`src/rtl/core/dwbg_pkg.sv`:
```
// Shared types and constants for the daily write budget gate.
package dwbg_pkg;

	localparam int TIME_W  = 56;
	localparam int BYTES_W = 48;
	localparam int BUCK_W  = 56;
	localparam int SUM_W   = 61;
	localparam int AGE_W   = TIME_W + 1;

	localparam logic signed [AGE_W-1:0] DAY_US   = 57'sd86400000000;
	localparam logic signed [AGE_W-1:0] WEEK_US  = 57'sd604800000000;
	localparam logic signed [AGE_W-1:0] MONTH_US = 57'sd2419200000000;

	typedef struct packed {
		logic               mode;
		logic [TIME_W-1:0]  event_time;
		logic [BYTES_W-1:0] bytes;
	} in_t;

	typedef struct packed {
		logic             swap_allowed;
		logic [SUM_W-1:0] sum_month;
		logic [SUM_W-1:0] sum_week;
		logic [SUM_W-1:0] sum_day;
	} out_t;

	typedef struct packed {
		logic              valid;
		logic [TIME_W-1:0] start;
		logic [BUCK_W-1:0] bytes;
	} cell_t;

	typedef enum logic [1:0] {
		OP_HOLD,
		OP_TAKE,
		OP_ADD
	} cell_op_t;

	typedef struct packed {
		logic clear;
		logic sample;
	} win_ctrl_t;

endpackage

```
`src/rtl/core/dwbg_window.sv`:
```
// Window accumulator at the chain tail: age check stage, then saturating sums.
module dwbg_window (
	input  logic                        clk,
	input  logic                        arst_n,
	input  dwbg_pkg::win_ctrl_t         ctrl,
	input  dwbg_pkg::cell_t             tail,
	input  logic [dwbg_pkg::TIME_W-1:0] now,
	output logic [dwbg_pkg::SUM_W-1:0]  sum_month,
	output logic [dwbg_pkg::SUM_W-1:0]  sum_week,
	output logic [dwbg_pkg::SUM_W-1:0]  sum_day
);

	logic signed [dwbg_pkg::AGE_W-1:0] age;
	logic                              smp_s1;
	logic                              in_m_s1, in_w_s1, in_d_s1;
	logic [dwbg_pkg::BUCK_W-1:0]       bytes_s1;
	logic [dwbg_pkg::SUM_W-1:0]        acc_m_q, acc_w_q, acc_d_q;

	function automatic logic [dwbg_pkg::SUM_W-1:0] sat_add(
		input logic [dwbg_pkg::SUM_W-1:0]  a,
		input logic [dwbg_pkg::BUCK_W-1:0] b
	);
		logic [dwbg_pkg::SUM_W:0] s;
		s = {1'b0, a} + (dwbg_pkg::SUM_W+1)'(b);
		return s[dwbg_pkg::SUM_W] ? '1 : s[dwbg_pkg::SUM_W-1:0];
	endfunction

	assign age = signed'({1'b0, now}) - signed'({1'b0, tail.start});

	always_ff @(posedge clk or negedge arst_n) begin
		if (!arst_n) begin
			smp_s1   <= 1'b0;
			in_m_s1  <= 1'b0;
			in_w_s1  <= 1'b0;
			in_d_s1  <= 1'b0;
			bytes_s1 <= '0;
		end else begin
			smp_s1   <= ctrl.sample;
			in_m_s1  <= tail.valid && (age < dwbg_pkg::MONTH_US);
			in_w_s1  <= tail.valid && (age < dwbg_pkg::WEEK_US);
			in_d_s1  <= tail.valid && (age < dwbg_pkg::DAY_US);
			bytes_s1 <= tail.bytes;
		end
	end

	always_ff @(posedge clk or negedge arst_n) begin
		if (!arst_n) begin
			acc_m_q <= '0;
			acc_w_q <= '0;
			acc_d_q <= '0;
		end else if (ctrl.clear) begin
			acc_m_q <= '0;
			acc_w_q <= '0;
			acc_d_q <= '0;
		end else if (smp_s1) begin
			if (in_m_s1) acc_m_q <= sat_add(acc_m_q, bytes_s1);
			if (in_w_s1) acc_w_q <= sat_add(acc_w_q, bytes_s1);
			if (in_d_s1) acc_d_q <= sat_add(acc_d_q, bytes_s1);
		end
	end

	assign sum_month = acc_m_q;
	assign sum_week  = acc_w_q;
	assign sum_day   = acc_d_q;

endmodule

```
`config.mk`:
```
export PLATFORM = sky130hd
export DESIGN_NAME = dwbg_window
export DESIGN_NICKNAME = d
export VERILOG_FILES = /design/src/rtl/core/dwbg_pkg.sv /design/src/rtl/core/dwbg_window.sv
export SDC_FILE = /design/constraint.sdc
export NUM_CORES = 1
export LEC_CHECK = 0
export BUFFER_PORTS_ARGS = -buffer_cell sky130_fd_sc_hd__buf_2
export CAP_MARGIN = 10
export CORE_ASPECT_RATIO = 1.75
export CORE_MARGIN = 5
export CORE_UTILIZATION = 55
export CTS_CLUSTER_DIAMETER = 50
export CTS_CLUSTER_SIZE = 24
export DETAILED_ROUTE_END_ITERATION = 12
export GPL_TIMING_DRIVEN = 1
export PLACE_DENSITY = 0.78
export SETUP_SLACK_MARGIN = 0.2
export SLEW_MARGIN = 5
export SYNTH_ARGS = -nofsm -noshare
export SYNTH_HDL_FRONTEND = slang
export SYNTH_SLANG_ARGS = --single-unit
export TNS_END_PERCENT = 20
```
`constraint.sdc`:
```
create_clock -name clk -period 6.1 [get_ports clk]
set_clock_uncertainty 0.15 [all_clocks]
set_input_delay 0.305 -clock clk [delete_from_list [all_inputs] [get_ports clk]]
set_output_delay 0.305 -clock clk [all_outputs]
set_load 0.01 [all_outputs]
```
==> results.sh, run 1 <==
export IMPL_wirelength_mm=85.4
export IMPL_hp_class="in2reg"
export IMPL_status="finished clean"
export IMPL_grt_max_degree=154
export IMPL_design_core_area_um2=40700
export IMPL_gp_congestion=1.08
export IMPL_critPathKind="reg2reg"
export IMPL_required_ns=6.42
export IMPL_start_kind="flop"
export IMPL_crit_arrival_ns=5.01
export IMPL_drt_pass1_iter_count=6
export IMPL_end_kind="flop"
export IMPL_setup_slack_ns=1.41
export IMPL_drt_antenna_violating_nets=0
export IMPL_grt_pass1_vias=24400
export IMPL_cts_max_level=1
export IMPL_synth_seq_area_share_pct=27.0
export IMPL_syn_nets=3232
export IMPL_grt_use_met2_pct=64.2
export IMPL_drive_gt1_share_pct=14.3
export IMPL_finalNetCount=3547
export IMPL_p_per_area_nw_per_um2=212
export IMPL_synth_xor_area_share_pct=6.69
export IMPL_netlist_cell_type_count=88
export IMPL_holdWs_ns=0.0934
export IMPL_r2r_cells=13
export IMPL_clock_fmax_mhz=213
export IMPL_setup_viol=0
export IMPL_via_per_inst=6.48
export IMPL_slew_headroom_pct=21.1
export IMPL_synth_area_top_cells="dfrtp_1 (27%), ha_1 (12%), a21oi_1 (7.5%), o21ai_0 (6.7%), a31oi_1 (3.7%)"
export IMPL_ys_async_sr_fraction_pct=100
export IMPL_maxSlewViolCount=0
export IMPL_max_cap_violations=0
export IMPL_top_usage_layer="met2"
export IMPL_syn_area_um2=22500
export IMPL_synth_top_family_by_area="compound AO/OA/AOI/OAI gates"
export IMPL_num_antenna_cells=0
export IMPL_min_period_ns=4.69
export IMPL_dominantRegCellSynth="dfrtp_1"
export IMPL_die_y_um=278
export IMPL_syn_inst=2833
export IMPL_finalNonFillerCells=3716
export IMPL_area_delta_synth_final_pct=15.5
export IMPL_hpwlAfterDp_mm=66.5
export IMPL_tightest_slew_ns=1.18
export IMPL_cts_tree="yes"
export IMPL_placed_cells=3614
export IMPL_grtUsageTotal_pct=36.3
export IMPL_vdd_drop_max_v=0.000192
export IMPL_io_pins=356
export IMPL_rsz0062_at_grt="no"
export IMPL_port_buffers=355
export IMPL_synth_compound_area_share_pct=32.2
export IMPL_synth_area_mux_share_pct=0.372
export IMPL_grt_met3_usage_pct=6.08
export IMPL_numCtsBuffers=24
export IMPL_clk_pin_slew_ns=0.07
export IMPL_crit_fanout=4
export IMPL_postCtsResizedCells=0
export IMPL_place_ws_ns=1.49
export IMPL_die_x_um=163
export IMPL_dr_first_iter_drc_count=1860
export IMPL_dieArea_um2=45300
export IMPL_routedWlPerCell_um=23.0
export IMPL_ys_warn_count=0
export IMPL_synth_top_cell_area_share_pct=27.0
export IMPL_start_util_pct=55.3
export IMPL_fin_crit_sh_pct=76.8
export IMPL_ys_ff_latch=243
export IMPL_final_area_um2=26000
export IMPL_synth_top_area_cell="dfrtp_1"
export IMPL_cts_max_path_buffers=3
export IMPL_holdPathStages=3
export IMPL_avgSynthCellArea_um2=7.95
export IMPL_fp_row_count=98
export IMPL_hold_violations=0
export IMPL_post_dp_cell_area_um2=24600
export IMPL_synth_edff_count=0
export IMPL_antenna_found_initial=1
export IMPL_grt_pass1_wl_mm=131
export IMPL_cts_root_buf="clkbuf_16"
export IMPL_dr_total_vias=24100
export IMPL_synth_fa_ha_area_share_pct=12.7
export IMPL_clkLatencyLatePin_ns=0.56
export IMPL_numClockSinks=243
export IMPL_drc=0
export IMPL_overflow=0
export IMPL_p_leak_nw=12.6
export IMPL_fin_setup_tns_ns=0
export IMPL_grt_util_met1_pct=36.5
export IMPL_synth_simple_area_share_pct=16.8
-- routing by layer --
layer / up-vias / part of all wire [%]
li1: 11300 / -
met1: 11400 / 34
met2: 1054 / 50
met3: 370 / 6.0
met4: 2 / 10
met5: - / 0.021
-- cells in the mapped netlist (all sizes together), types with 19 or more instances --
cell type    n
xnor2       95
clkbuf     122
nand4       64
inv        117
ha         223
nand2b      30
o31ai       19
o21bai      31
dfrtp      243
a21oi      337
nand3       70
o21a        35
a211oi      27
and3        26
a31oi      136
xor2        77
or3         20
and2        21
nor2       155
nand2      220
nor2b       26
o21ai      312
nor3        54
a21o        99
o211ai      28
-- kinds of logic (layout without fill, tap and decap cells) --
| family | count (synthesis) | after routing |
|---|---|---|
| multiplexers | 8 | 8 |
| AO/OA/AOI/OAI | 1169 | 1169 |
| buffers and inverters | 254 | 587 |
| XOR/XNOR | 172 | 172 |
| flip-flops | 243 | 243 |
| adder cells (fa/ha/maj) | 226 | 226 |
| AND/OR/NAND/NOR | 761 | 761 |
-- timing repair --
item | 4_1_cts | 5_1_grt
endpoints found under the hold margin | 147 | 0
buffers inserted | 0 | 0
hold buffers | 58 | 0
-- critical path, stage by stage, from the launching register on --
cell and delay (ns):
dfrtp_1 0.38, ha_1 0.23, inv_1 0.07, fa_1 0.43, nor2b_1 0.20, o31ai_1 0.14
a2111oi_0 0.91, o21ai_0 0.40, a21oi_1 0.31, nand2b_1 0.09, a21oi_1 0.73, a21oi_1 0.20
xor2_1 0.18, a31oi_1 0.18
-- power breakdown --
part / internal, mW / switching (mW)
logic: 0.793 / 1.30
clock network: 0.807 / 0.767
registers: 1.72 / 0.132
-- layout make-up --
| cell class | count | area (µm²) |
|---|---|---|
| clock buffer | 28 | 657 |
| clock inverter | 16 | 160 |
| timing repair buffer | 426 | 2490 |
| multi-input combinational | 2336 | 15500 |
| sequential | 243 | 6080 |
| inverter | 117 | 440 |
| fill | 3679 | 14700 |
| tap | 550 | 688 |
-- stage by stage --
| step | power [mW] | util, % |
|---|---|---|
| detailed placement | 3.89 | 60.5 |
| global route | 5.79 | 63.9 |
| CTS | 5.50 | 63.9 |
| floorplan | 3.23 | - |
| global placement | 3.86 | 60.5 |
| finish | 5.51 | 63.9 |
-- flip-flops by register name, summed over array words and instances (netlist names) --
signal,flops
smp_s1,1
sum_day,61
in_w_s1,1
in_d_s1,1
sum_month,61
bytes_s1,56
in_m_s1,1
sum_week,61
-- worst paths after layout --
path / from / endpoint / slack [ns]
setup / recovery: bytes_s1[0] / sum_day[44] / 1.41
hold / removal: tail[112] / in_d_s1 / 0.09
setup reg to reg: bytes_s1[0] / sum_day[44] / 1.41
max in group asynchronous: arst_n / bytes_s1[52] / 4.16
hold reg to reg: sum_month[59] / sum_month[59] / 0.44
min in group asynchronous: arst_n / bytes_s1[11] / 0.20
-- cells in the final DEF, fill, tap and decap left out, types with 15 or more instances in the layout --
cell           synthesis  routed
buf_2                 12     354
a21oi_1              336     336
o21ai_0              301     301
dfrtp_1              243     243
ha_1                 223     223
nand2_1              220     219
nor2_1               155     155
a31oi_1              135     135
inv_1                117     116
a21o_1                99      99
xnor2_1               95      95
xor2_1                77      77
nand3_1               70      70
nand4_1               64      64
dlygate4sd3_1          0      58
nor3_1                54      54
o21a_1                35      35
o21bai_1              31      31
nand2b_1              30      30
o211ai_1              28      28
a211oi_1              27      27
and3_1                26      26
nor2b_1               26      26
clkbuf_16              0      25
or3_1                 20      20
o31ai_1               17      17
and2_1                18      16
nor4_1                15      15
No activity file was read; power rests on OpenSTA's default activity.
==> run 2, diff against run 1 <==
- clock period: 6.1 -> 4.6 ns (I/O delays scaled with it)
==> run 2 against run 1 <==
Global-route usage up 0.41 points; critical endpoint is now sum_day[24]; die area did not move; largest power group unchanged; register-to-register slack worse by 1.0 ns.
==> results.sh, run 2 (synthesis gave the netlist of run 1 again) <==
export IMPL_status="finished clean"
export IMPL_setup_viol=0
export IMPL_path_cells="ha_1 -> a211oi_1 -> o21ai_0 -> o2111ai_1 -> buf_4 -> a31oi_1 -> nor2_1 -> o221ai_2 -> buf_12 -> a211o_1 -> a31o_2 -> nand2_2 -> buf_4 -> a31oi_1"
export IMPL_path_delay_family="compound AO/OA/AOI/OAI gates"
export IMPL_fp_row_count=98
export IMPL_cts_max_path_buffers=3
export IMPL_tightest_slew_ns=1.11
export IMPL_start_util_pct=55.3
export IMPL_hp_start="ctrl[1]"
export IMPL_port_buffers=355
export IMPL_p_leak_nw=12.7
export IMPL_overflow=0
export IMPL_io_pins=356
export IMPL_cts_setup_buffers=0
export IMPL_die_y_um=278
export IMPL_numCtsBuffers=22
export IMPL_required_ns=4.81
export IMPL_clk_pin_slew_ns=0.08
export IMPL_slew_headroom_pct=25.8
export IMPL_place_ws_ns=-0.0137
export IMPL_r2r_start="sum_day[1]"
export IMPL_fin_util_pct=64.3
export IMPL_holdPathStages=2
export IMPL_hp_class="in2reg"
export IMPL_timing_rr_end="sum_day[24]"
export IMPL_start_kind="flop"
export IMPL_p_per_area_nw_per_um2=276
export IMPL_fillerInstances=3747
export IMPL_vdd_drop_max_v=0.000283
export IMPL_area_delta_synth_final_pct=16.2
export IMPL_drt_pass1_iter_count=8
export IMPL_finalNetCount=3570
export IMPL_layout_common_cells="buf_2 (354), a21oi_1 (336), o21ai_0 (301), dfrtp_1 (243), ha_1 (223)"
export IMPL_crit_path_max_incr_delay_ns=0.51
export IMPL_multi_input_area_um2=15500
export IMPL_grt_pass1_wl_mm=133
export IMPL_fin_setup_tns_ns=0
export IMPL_end_kind="flop"
export IMPL_rrSetupSlack_ns=0.41
export IMPL_maxSlewViolCount=0
export IMPL_clkLatencyLatePin_ns=0.56
export IMPL_gp_congestion=1.07
export IMPL_design_core_area_um2=40700
export IMPL_slowest_stage="a211oi_1"
export IMPL_clock_fmax_mhz=238
export IMPL_drt_antenna_violating_nets=0
export IMPL_drc=0
export IMPL_crit_fanout=34
export IMPL_numClockSinks=243
export IMPL_final_common_cell="buf_2"
export IMPL_fin_crit_sh_pct=91.2
export IMPL_min_delay_worst_endpoint="sum_month[46]"
export IMPL_grtUsageTotal_pct=36.7
export IMPL_regArea_um2=6080
export IMPL_hold_violations=0
export IMPL_die_x_um=163
export IMPL_grt_max_degree=146
export IMPL_grt_pass1_vias=24400
export IMPL_critPathKind="reg2reg"
export IMPL_cp_buffers_inverters=3
export IMPL_antenna_found_initial=2
export IMPL_r2r_cells=14
export IMPL_crit_arrival_ns=4.41
export IMPL_cts_max_level=1
export IMPL_max_cap_violations=0
export IMPL_dr_total_vias=24400
export IMPL_rsz0062_at_grt="no"
export IMPL_routedWlPerCell_um=23.1
export IMPL_via_per_inst=6.53
export IMPL_setup_slack_ns=0.406
export IMPL_cts_root_buf="clkbuf_16"
export IMPL_min_period_ns=4.19
export IMPL_drive_gt1_share_pct=14.9
export IMPL_wirelength_mm=86.3
export IMPL_cts_tree="yes"
export IMPL_dr_first_iter_drc_count=1840
export IMPL_dieArea_um2=45300
export IMPL_hpwlAfterDp_mm=68.1
-- run 2: cell count changes in the layout (fill, tap and decap cells not counted), sizes merged --
cell / before / now
diode: 0 / 2
clkinvlp: 0 / 2
dlygate4sd3: 58 / 59
buf: 368 / 392
clkinv: 11 / 8
clkbuf: 28 / 24
-- run 2: through the flow --
| stage | hold WS (ns) | area, µm² | power (mW) | std cells |
|---|---|---|---|---|
| after CTS | 0.0322 | 26200 | 7.19 | 3736 |
| final | 0.0636 | 26200 | 7.22 | 3738 |
| after floorplan | -0.216 | 22500 | 4.28 | 2833 |
| after global placement | 0.140 | 24800 | 5.14 | 3638 |
| after detailed placement | 0.154 | 24800 | 5.18 | 3638 |
| after global routing | 0.0903 | 26200 | 7.58 | 3737 |
-- run 2: layer usage --
metal	track usage (%)	routed length, µm	vias to the layer above
li1	-	-	11300
met1	37.0	29000	11600
met2	65.4	43200	1105
met3	5.13	5000	397
met4	30.6	9090	0
met5	0	0	-
-- run 2: report_power, final --
group | switching [mW] | internal, mW
clock network | 0.992 | 0.974
logic | 1.73 | 1.07
registers | 0.177 | 2.27
total | 2.90 | 4.32
-- run 2: repair_timing --
action,in CTS,in global routing
endpoints found under the hold margin,147,0
gates cloned,0,0
endpoints found under the setup margin,6,8
resized for setup,1,3
hold buffers,59,0
-- run 2: final cells by class --
class                           instances  share of cell area (%)
Multi-Input combinational cell       2336                    59.3
Sequential cell                       243                    23.2
Timing Repair Buffer                  451                    10.3
Tap cell                              550                    2.63
Clock buffer                           24                    2.25
Inverter                              117                    1.68
Clock inverter                         15                   0.593
Antenna cell                            2                  0.0191
-- run 2: how the worst max path moves through the flow --
stage | from | end | depth (start not counted)
2_1_floorplan | sum_week[3] | sum_week[48] | 12
3_3_place_gp | bytes_s1[0] | sum_day[54] | 16
3_5_place_dp | bytes_s1[0] | sum_day[54] | 16
4_1_cts | bytes_s1[0] | sum_day[54] | 16
5_1_grt | sum_day[1] | sum_day[24] | 14
6_report | sum_day[1] | sum_day[24] | 14
