--- config.mk ---
export PLATFORM = sky130hd
export DESIGN_NAME = dwbg_cell
export DESIGN_NICKNAME = d
export VERILOG_FILES = /design/src/rtl/core/dwbg_pkg.sv /design/src/rtl/core/dwbg_cell.sv
export SDC_FILE = /design/constraint.sdc
export NUM_CORES = 1
export LEC_CHECK = 0
export ABC_AREA = 1
export BUFFER_PORTS_ARGS = -buffer_cell sky130_fd_sc_hd__buf_4
export CAP_MARGIN = 20
export CORE_ASPECT_RATIO = 0.9
export CORE_MARGIN = 2
export CORE_UTILIZATION = 46
export CTS_CLUSTER_SIZE = 20
export DETAILED_ROUTE_END_ITERATION = 6
export PLACE_DENSITY = 0.75
export SKIP_CTS_REPAIR_TIMING = 1
export SLEW_MARGIN = 20
export SYNTH_ARGS = -nofsm -noshare
export SYNTH_HDL_FRONTEND = slang
export SYNTH_SLANG_ARGS = --single-unit
--- constraint.sdc ---
create_clock -name clk -period 2.15 [get_ports clk]
set_clock_uncertainty 0.05 [all_clocks]
set_input_delay 0.215 -clock clk [delete_from_list [all_inputs] [get_ports clk]]
set_output_delay 0.215 -clock clk [all_outputs]
set_load 0.005 [all_outputs]
--- src/rtl/core/dwbg_pkg.sv ---
// Shared types and constants for the daily write budget gate.
package dwbg_pkg;

	localparam int TIME_W  = 56;
	localparam int BYTES_W = 48;
	localparam int BUCK_W  = 56;
	localparam int SUM_W   = 61;
	localparam int AGE_W   = TIME_W + 1;

	localparam logic signed [AGE_W-1:0] DAY_US   = 57'sd86400000000;
	localparam logic signed [AGE_W-1:0] WEEK_US  = 57'sd604800000000;
	localparam logic signed [AGE_W-1:0] MONTH_US = 57'sd2419200000000;

	typedef struct packed {
		logic               mode;
		logic [TIME_W-1:0]  event_time;
		logic [BYTES_W-1:0] bytes;
	} in_t;

	typedef struct packed {
		logic             swap_allowed;
		logic [SUM_W-1:0] sum_month;
		logic [SUM_W-1:0] sum_week;
		logic [SUM_W-1:0] sum_day;
	} out_t;

	typedef struct packed {
		logic              valid;
		logic [TIME_W-1:0] start;
		logic [BUCK_W-1:0] bytes;
	} cell_t;

	typedef enum logic [1:0] {
		OP_HOLD,
		OP_TAKE,
		OP_ADD
	} cell_op_t;

	typedef struct packed {
		logic clear;
		logic sample;
	} win_ctrl_t;

endpackage

--- src/rtl/core/dwbg_cell.sv ---
// One bucket cell of the history chain: holds, takes its neighbor, or adds bytes.
module dwbg_cell #(
	parameter bit HEAD = 1'b0
) (
	input  logic                         clk,
	input  logic                         arst_n,
	input  dwbg_pkg::cell_op_t           op,
	input  dwbg_pkg::cell_t              prev,
	input  logic [dwbg_pkg::BYTES_W-1:0] add_bytes,
	output dwbg_pkg::cell_t              state
);

	dwbg_pkg::cell_t         cell_q;
	logic [dwbg_pkg::BUCK_W:0] sum;

	assign sum   = {1'b0, cell_q.bytes} + (dwbg_pkg::BUCK_W+1)'(add_bytes);
	assign state = cell_q;

	always_ff @(posedge clk or negedge arst_n) begin
		if (!arst_n) begin
			cell_q.valid <= HEAD;
			cell_q.start <= '0;
			cell_q.bytes <= '0;
		end else begin
			case (op)
				dwbg_pkg::OP_TAKE: cell_q <= prev;
				dwbg_pkg::OP_ADD: begin
					// saturate at all ones
					cell_q.bytes <= sum[dwbg_pkg::BUCK_W] ? '1 : sum[dwbg_pkg::BUCK_W-1:0];
				end
				default: cell_q <= cell_q;
			endcase
		end
	end

endmodule

==> qor.yml, run 1 <==
worst_path_largest_cell_delay_ns: 0.39
finalSetupViolCount: 56
slowest_stage: "dfrtp_1"
grt_pass1_wl_um: 57200
hold_viol: 0
syn_area_mm2: 0.00975
critPathLaunch: "state[7]$_DFFE_PN0P_"
intPower_w: 0.00791
async_flop_share: 1.00
synthMostInstantiatedCell: "nand2_1"
slew_violations: 0
routed_wl_um: 45500
power.share.clock: 0.244
gp_congestion: 0.943
status: "complete, but fails checks"
die_area_mm2: 0.0224
worst-endpoint-arrival_ns: 2.70
pwr-share-comb: 0.546
grt_usage: 0.336
fmax_ghz: 0.411
rows: 50
ys.flop_type: "dfrtp_1"
syn2layout_area_growth_pct: 65.9
critPathCapture: "state[25]$_DFFE_PN0P_"
fin_crit_sh: 1.13
cts_inserted_buffers: 17
io_pins: 278
cts.clk_slew.worst_paths_ns: 0.07
grt_max_degree: 64
core_mm2: 0.0208
ys_ff_latch: 113
worstSetupPathType: "flop to flop"
hp-start: "prev[13]"
p_sw_w: 0.00563
register_area_mm2: 0.00283
via_per_inst: 5.18
wl_per_cell_um: 19.0
fin_area_mm2: 0.0162
critPathMaxFanout: 4
fillerInstances: 1441
yosysUniqueCellTypes: 37
htreeDepth: 4
leakagePower_nw: 8.72
peakVddDrop_v: 0.000516
reg2reg_to: "state[25]$_DFFE_PN0P_"
synth_top_cell_area_share: 0.290
r2r-start: "state[7]$_DFFE_PN0P_"
drt-initial-drc-count: 1101
insertion_delay_ns: 0.44
grt_setup_unrepaired: "true"
reg2reg_slack_ns: -0.29
crit_top_cell: "nand2_1"
crit_path_end_kind: "flop"
postRouteAntennaNets: 0
cts_tree: "yes"
synthCells: 1553
path_cells: "ha_1 -> nand2_1 -> inv_1 -> nand2_1 -> nand2_1 -> inv_1 -> nand3_4 -> buf_4 -> nand2_1 -> nand3_1 -> xnor2_1 -> nand2_2 -> nand2_1 -> nand2_1"
die_w_um: 157
yosys_warnings: 0
insertedDiodeCount: 0
post-route-util: 0.779
drv_cap: 0
cts_root_buf: "clkbuf_16"
dp_hpwl_um: 30800
power_density_mw_per_mm2: 837
grt.overflow.total: 0
drive_gt1_frac: 0.389
clock-sinks: 113
relSlewSlack: 0.622
synth_nets: 1769
nNetsFinal: 2311
required_ns: 2.41
die_height_um: 142
reg2regPathDepth: 14
setup_ws_ns: -0.285
hold_path_class: "input pin to flop"
vias: 12405
grt_pass1_vias: 10900
dpl_cell_area_mm2: 0.0137
yosys-top-cells-area: "dfrtp_1 (29%), nand2_1 (23%), inv_1 (11%), nor2_1 (6.7%), mux2_2 (6.6%)"
synth_area_per_cell_um2: 6.28
pwr-share-seq: 0.211
fin_crit_ns: 2.44
start_util: 0.469
portBuffers: 277
synth_edf_count: 0
antenna_found_initial: 0
drtPass1Iterations: 6
violations: "setup timing"
ys_seq_area_frac: 0.290
clk_path_buf_depth: 2
synth_top_area_cell: "dfrtp_1"
multi_input_area_mm2: 0.00681
drc: 0
worstMarginPinSlew_ns: 0.567
synth_commonest_cells: "nand2_1 (602), inv_1 (278), nor2_1 (175)"
largest_reg_flops: 113
switching_share: 0.416
startpoint_type: "flop"
## how the worst min path moves through the flow
stage	slack, ns	endpoint	cells after the start
global placement	0.16	state[17]$_DFFE_PN0P_	1
detailed placement	0.16	state[17]$_DFFE_PN0P_	1
CTS	-0.29	state[16]$_DFFE_PN0P_	1
global route	0.05	state[22]$_DFFE_PN0P_	3
finish	0.02	state[13]$_DFFE_PN0P_	3
floorplan	-0.13	state[0]$_DFFE_PN0P_	0
## per-layer routing
layer	global-route usage	vias to the layer above	routed length [um]
met4	0.117	0	2230
li1	-	5799	-
met1	0.434	5818	18600
met5	0.0181	-	0
met3	0.0761	152	3740
met2	0.553	636	21000
## area by class of cell
type	count	share of cell area
timing repair inverter	3	0.00294
inverter	287	0.0674
tap	286	0.0221
sequential	113	0.175
multi-input combinational	1124	0.421
clock buffer	18	0.0271
clock inverter	14	0.0125
timing repair buffer	549	0.272
## metrics by stage
step / TNS [ns] / setup WS, ns / power [W] / cells / hold WS [ns]
finish: -9.24 / -0.285 / 0.0135 / 2394 / 0.0169
global route: -15.29 / -0.348 / 0.0141 / 2394 / 0.0460
CTS: -10.35 / -0.284 / 0.0121 / 2328 / -0.288
detailed placement: -8.87 / -0.253 / 0.00886 / 2296 / 0.162
global placement: -5.74 / -0.234 / 0.00877 / 2296 / 0.155
floorplan: 0 / 0.0344 / 0.00571 / 1553 / -0.131
## cell usage in the layout (no fill, tap or decap), types with 32 or more instances in the layout
cell,count
nor2_1,121
dfrtp_1,113
dlygate4sd3_1,58
inv_1,276
nand3_1,35
buf_4,480
nor2_2,32
mux2_2,57
nand2_2,56
nand2_1,551
nor2_4,32
## critical path, delay by kind of cell, from the launching register on
| kind | cells | cell delay [ns] |
|---|---|---|
| and+or+nand+nor | 9 | 0.88 |
| DFF | 1 | 0.39 |
| buffers and inverters | 3 | 0.38 |
| adders and majority gates | 1 | 0.34 |
| xor gates and xnor gates | 1 | 0.26 |
## cells by family after synthesis
logic type | Yosys count | share of synthesized area
mux | 57 | 0.0658
flops | 113 | 0.290
fa+ha+maj | 51 | 0.0662
xor+xnor | 27 | 0.0243
buf+inv | 316 | 0.125
compound gates | 87 | 0.0463
simple gates | 902 | 0.382
## power by group through the flow
stage	Clock, W	Sequential [W]	Combinational, W
finish	0.00330	0.00285	0.00739
global route	0.00336	0.00288	0.00791
floorplan	0	0.00283	0.00289
CTS	0.00325	0.00276	0.00612
detailed placement	0	0.00279	0.00607
global placement	0	0.00277	0.00600
No activity file was read; power rests on OpenSTA's default activity.
==> run 2: changes to the inputs <==
- SETUP_SLACK_MARGIN: default -> 0.5
- SLEW_MARGIN: 20 -> 25
==> qor.yml, run 2 (synthesized netlist as in run 1, its figures left out) <==
finalSetupViolCount: 56
core_mm2: 0.0208
hold_path_class: "input pin to flop"
use_met1: 0.430
most-common-layout-cells: "nand2_1 (552), buf_4 (491), inv_1 (276), nor2_1 (118), dfrtp_1 (113)"
fin_crit_sh: 1.13
power_w: 0.0132
worst-endpoint-arrival_ns: 2.70
routed_wl_um: 44200
gp_congestion: 0.976
drive_gt1_frac: 0.386
cts_tree: "yes"
rows: 50
grt_most_used_layer: "met2"
hold_viol: 0
grt_pass1_wl_um: 57300
clock-sinks: 113
start_util: 0.469
postRouteAntennaNets: 0
use_met3: 0.0643
grt_max_degree: 53
die_height_um: 142
cts.clk_slew.worst_paths_ns: 0.07
die_area_mm2: 0.0224
startpoint_type: "flop"
insertedDiodeCount: 0
grt_setup_unrepaired: "true"
io_pins: 278
leakagePower_nw: 8.71
grt_usage: 0.337
power_density_mw_per_mm2: 817
drtPass1Iterations: 6
final_common_cell: "nand2_1"
fmax_ghz: 0.411
vias: 12248
peakVddDrop_v: 0.000493
grt.overflow.total: 0
setup_ws_ns: -0.285
drt-initial-drc-count: 1135
violations: "setup timing"
met2_usage: 0.576
worstMarginPinSlew_ns: 0.492
critPathMaxFanout: 7
fin_crit_ns: 2.44
die_w_um: 157
required_ns: 2.42
worstSetupPathType: "flop to flop"
via_per_inst: 5.09
antenna_found_initial: 0
setup_tns_ns: -8.15
largest_reg_flops: 113
clk_path_buf_depth: 2
cts_root_buf: "clkbuf_16"
drv_cap: 0
status: "complete, but fails checks"
relSlewSlack: 0.672
insertion_delay_ns: 0.43
syn2layout_area_growth_pct: 65.5
slew_violations: 0
cts_inserted_buffers: 17
htreeDepth: 4
nNetsFinal: 2322
crit_path_end_kind: "flop"
wl_per_cell_um: 18.4
drc: 0
portBuffers: 277
grt_pass1_vias: 11007
dp_hpwl_um: 31000
==> run 2: worst paths after layout <==
kind,startpoint,to,slack (ns),cells past startpoint
min,prev[99],state[99]$_DFFE_PN0N_,0.002,2
max,state[0]$_DFFE_PN0P_,state[49]$_DFFE_PN0P_,-0.29,16
max reg2reg,state[0]$_DFFE_PN0P_,state[49]$_DFFE_PN0P_,-0.29,16
min reg2reg,state[82]$_DFFE_PN0N_,state[82]$_DFFE_PN0N_,0.46,1
min in group asynchronous,arst_n,state[17]$_DFFE_PN0P_,0.24,2
max in group asynchronous,arst_n,state[52]$_DFFE_PN0P_,1.12,3
==> run 2: worst max-delay path, cell delays in order (launching register included) <==
cell     delay, ns
dfrtp_1       0.40
ha_2          0.21
fa_2          0.36
nand2_2       0.08
nand2_2       0.07
buf_6         0.12
nand3_2       0.06
nand2_2       0.07
nand2_2       0.08
nand3_4       0.07
nand3_4       0.09
nand2_8       0.13
buf_12        0.18
inv_16        0.07
nand3_1       0.10
nand2_1       0.11
nand2_1       0.07
==> run 2: stage by stage <==
stage | cells | instance area, um^2 | util | hold slack (ns) | setup WS (ns)
after global routing | 2405 | 16100 | 0.777 | 0.00804 | -0.384
after global placement | 2307 | 13800 | 0.665 | 0.136 | -0.295
after CTS | 2339 | 14400 | 0.695 | -0.301 | -0.306
after floorplan | 1553 | 9790 | - | -0.131 | 0.0566
after detailed placement | 2307 | 13800 | 0.665 | 0.148 | -0.288
final | 2405 | 16100 | 0.777 | 0.00234 | -0.285
==> run 2: per-layer routing <==
layer	wire, um	vias up
li1	-	5827
met1	17700	5657
met2	21000	632
met3	3660	132
met4	1870	0
met5	0	-
==> run 2: cell type report <==
type / count / area [um^2]
Clock inverter: 14 / 179
Timing Repair Buffer: 560 / 4490
Sequential cell: 113 / 2830
Inverter: 287 / 1090
Tap cell: 286 / 358
Multi-Input combinational cell: 1124 / 6700
Fill cell: 1522 / 4640
Clock buffer: 18 / 429
Timing Repair inverter: 3 / 52.6
==> run 2: power breakdown <==
part	internal, W	leakage (nW)	total, W	switching, W
Sequential	0.00250	1.34	0.00286	0.000353
Combinational	0.00341	7.08	0.00719	0.00378
Clock	0.00185	0.288	0.00313	0.00128
==> run 3: changes to the inputs <==
- CORE_UTILIZATION: 46 -> 49
- PLACE_DENSITY: 0.75 -> 0.79
==> qor.yml, run 3 (synthesized netlist as in run 1, its figures left out) <==
status: "complete, but fails checks"
violations: "setup timing"
power_density_mw_per_mm2: 838
slew_violations: 0
drv_cap: 0
drc: 0
crit_top_cell: "nand2_1"
path_cells: "ha_1 -> nand2_1 -> inv_1 -> a21oi_1 -> nand2_1 -> nand2_1 -> nand3_4 -> buf_4 -> xor2_1 -> nor2_2 -> o21ai_1"
startpoint_type: "flop"
io_pins: 278
cts.clk_slew.worst_paths_ns: 0.07
grt_pass1_vias: 11312
die_height_um: 138
insertedDiodeCount: 0
drtPass1Iterations: 6
met2_usage: 0.614
core_mm2: 0.0193
cts_tree: "yes"
wl_per_cell_um: 20.7
grt_pass1_wl_um: 59700
fin_crit_sh: 1.16
grt_setup_unrepaired: "true"
rows: 48
nNetsFinal: 2306
slowest_stage: "dfrtp_1"
clk_path_buf_depth: 2
clock-sinks: 113
postRouteAntennaNets: 0
grt_most_used_layer: "met2"
drive_gt1_frac: 0.404
worst-endpoint-arrival_ns: 2.75
vias: 13102
use_met1: 0.461
start_util: 0.504
antenna_found_initial: 0
hold_path_class: "input pin to flop"
crit_buf_inv: 2
required_ns: 2.41
syn2layout_area_growth_pct: 65.5
layout.cells.non_filler: 2353
critPathMaxFanout: 4
fin_crit_ns: 2.49
worstSetupPathType: "flop to flop"
r2r-start: "state[6]$_DFFE_PN0P_"
dp.cells: 2254
routed_wl_um: 48800
most-common-layout-cells: "nand2_1 (537), buf_4 (481), inv_1 (273), dfrtp_1 (113), nor2_1 (109)"
crit_path_end_kind: "flop"
finalSetupViolCount: 56
critPathLaunch: "state[6]$_DFFE_PN0P_"
die_area_mm2: 0.0210
worstMarginPinSlew_ns: 0.514
cts_inserted_buffers: 17
dp_hpwl_um: 31000
critical_path.top_delay_family: "simple AND/OR/NAND/NOR gates"
portBuffers: 277
htreeDepth: 4
hp-start: "prev[75]"
via_per_inst: 5.57
largest_reg_flops: 113
final_common_cell: "nand2_1"
fmax_ghz: 0.402
grt_max_degree: 86
use_met3: 0.0749
setup_ws_ns: -0.336
cts_root_buf: "clkbuf_16"
gp_congestion: 0.981
grt.overflow.total: 0
relSlewSlack: 0.657
dp_slack_ns: -0.262
peakVddDrop_v: 0.000591
leakagePower_nw: 8.67
worst_path_largest_cell_delay_ns: 0.40
grt_usage: 0.365
drt-initial-drc-count: 1469
insertion_delay_ns: 0.44
hold_slack_ns: 0.0188
post-route-util: 0.834
die_w_um: 153
hold_viol: 0
## run 3: cell types whose count changed in the layout (fill, tap and decap cells not counted), sizes merged
cell	delta
inv	-2
dlygate4sd3	-1
buf	-12
clkinvlp	+1
clkbuf	-1
bufinv	-1
## run 3: cell type report
class / instances / area, um^2
clock buffers: 18 / 439
clock inverters: 14 / 153
fillers: 1141 / 3200
inverters: 287 / 1090
multi-input cells: 1124 / 6960
flip-flops and latches: 113 / 2830
well taps: 250 / 313
repair buffers: 546 / 4330
repair inverters: 1 / 30.0
## run 3: per-layer routing
metal	share of wire	vias to the layer above	wire length, um
met3	0.096	287	4690
met2	0.46	985	22400
li1	-	5789	-
met4	0.074	0	3610
met1	0.37	6041	18100
met5	0	-	0
## run 3: metrics by stage
step / cell area (um^2) / power (W) / setup TNS [ns]
CTS: 14200 / 0.0119 / -7.86
finish: 16100 / 0.0135 / -11.83
detailed placement: 13600 / 0.00885 / -6.14
global route: 16100 / 0.0140 / -14.39
global placement: 13600 / 0.00869 / -4.35
floorplan: 9790 / 0.00574 / 0
## run 3: where the power goes
group,switching [W],internal (W)
combinational,0.00409,0.00346
sequential,0.000395,0.00250
clock,0.00132,0.00176
total,0.00580,0.00772
## run 3: path summary, 6_finish.rpt
kind / endpoint / slack [ns] / cells past startpoint
max: state[23]$_DFFE_PN0P_ / -0.34 / 11
min: state[75]$_DFFE_PN0N_ / 0.02 / 2
max reg2reg: state[23]$_DFFE_PN0P_ / -0.34 / 11
min reg2reg: state[71]$_DFFE_PN0N_ / 0.47 / 1
max in group asynchronous: state[81]$_DFFE_PN0N_ / 1.12 / 3
min in group asynchronous: state[18]$_DFFE_PN0P_ / 0.24 / 2
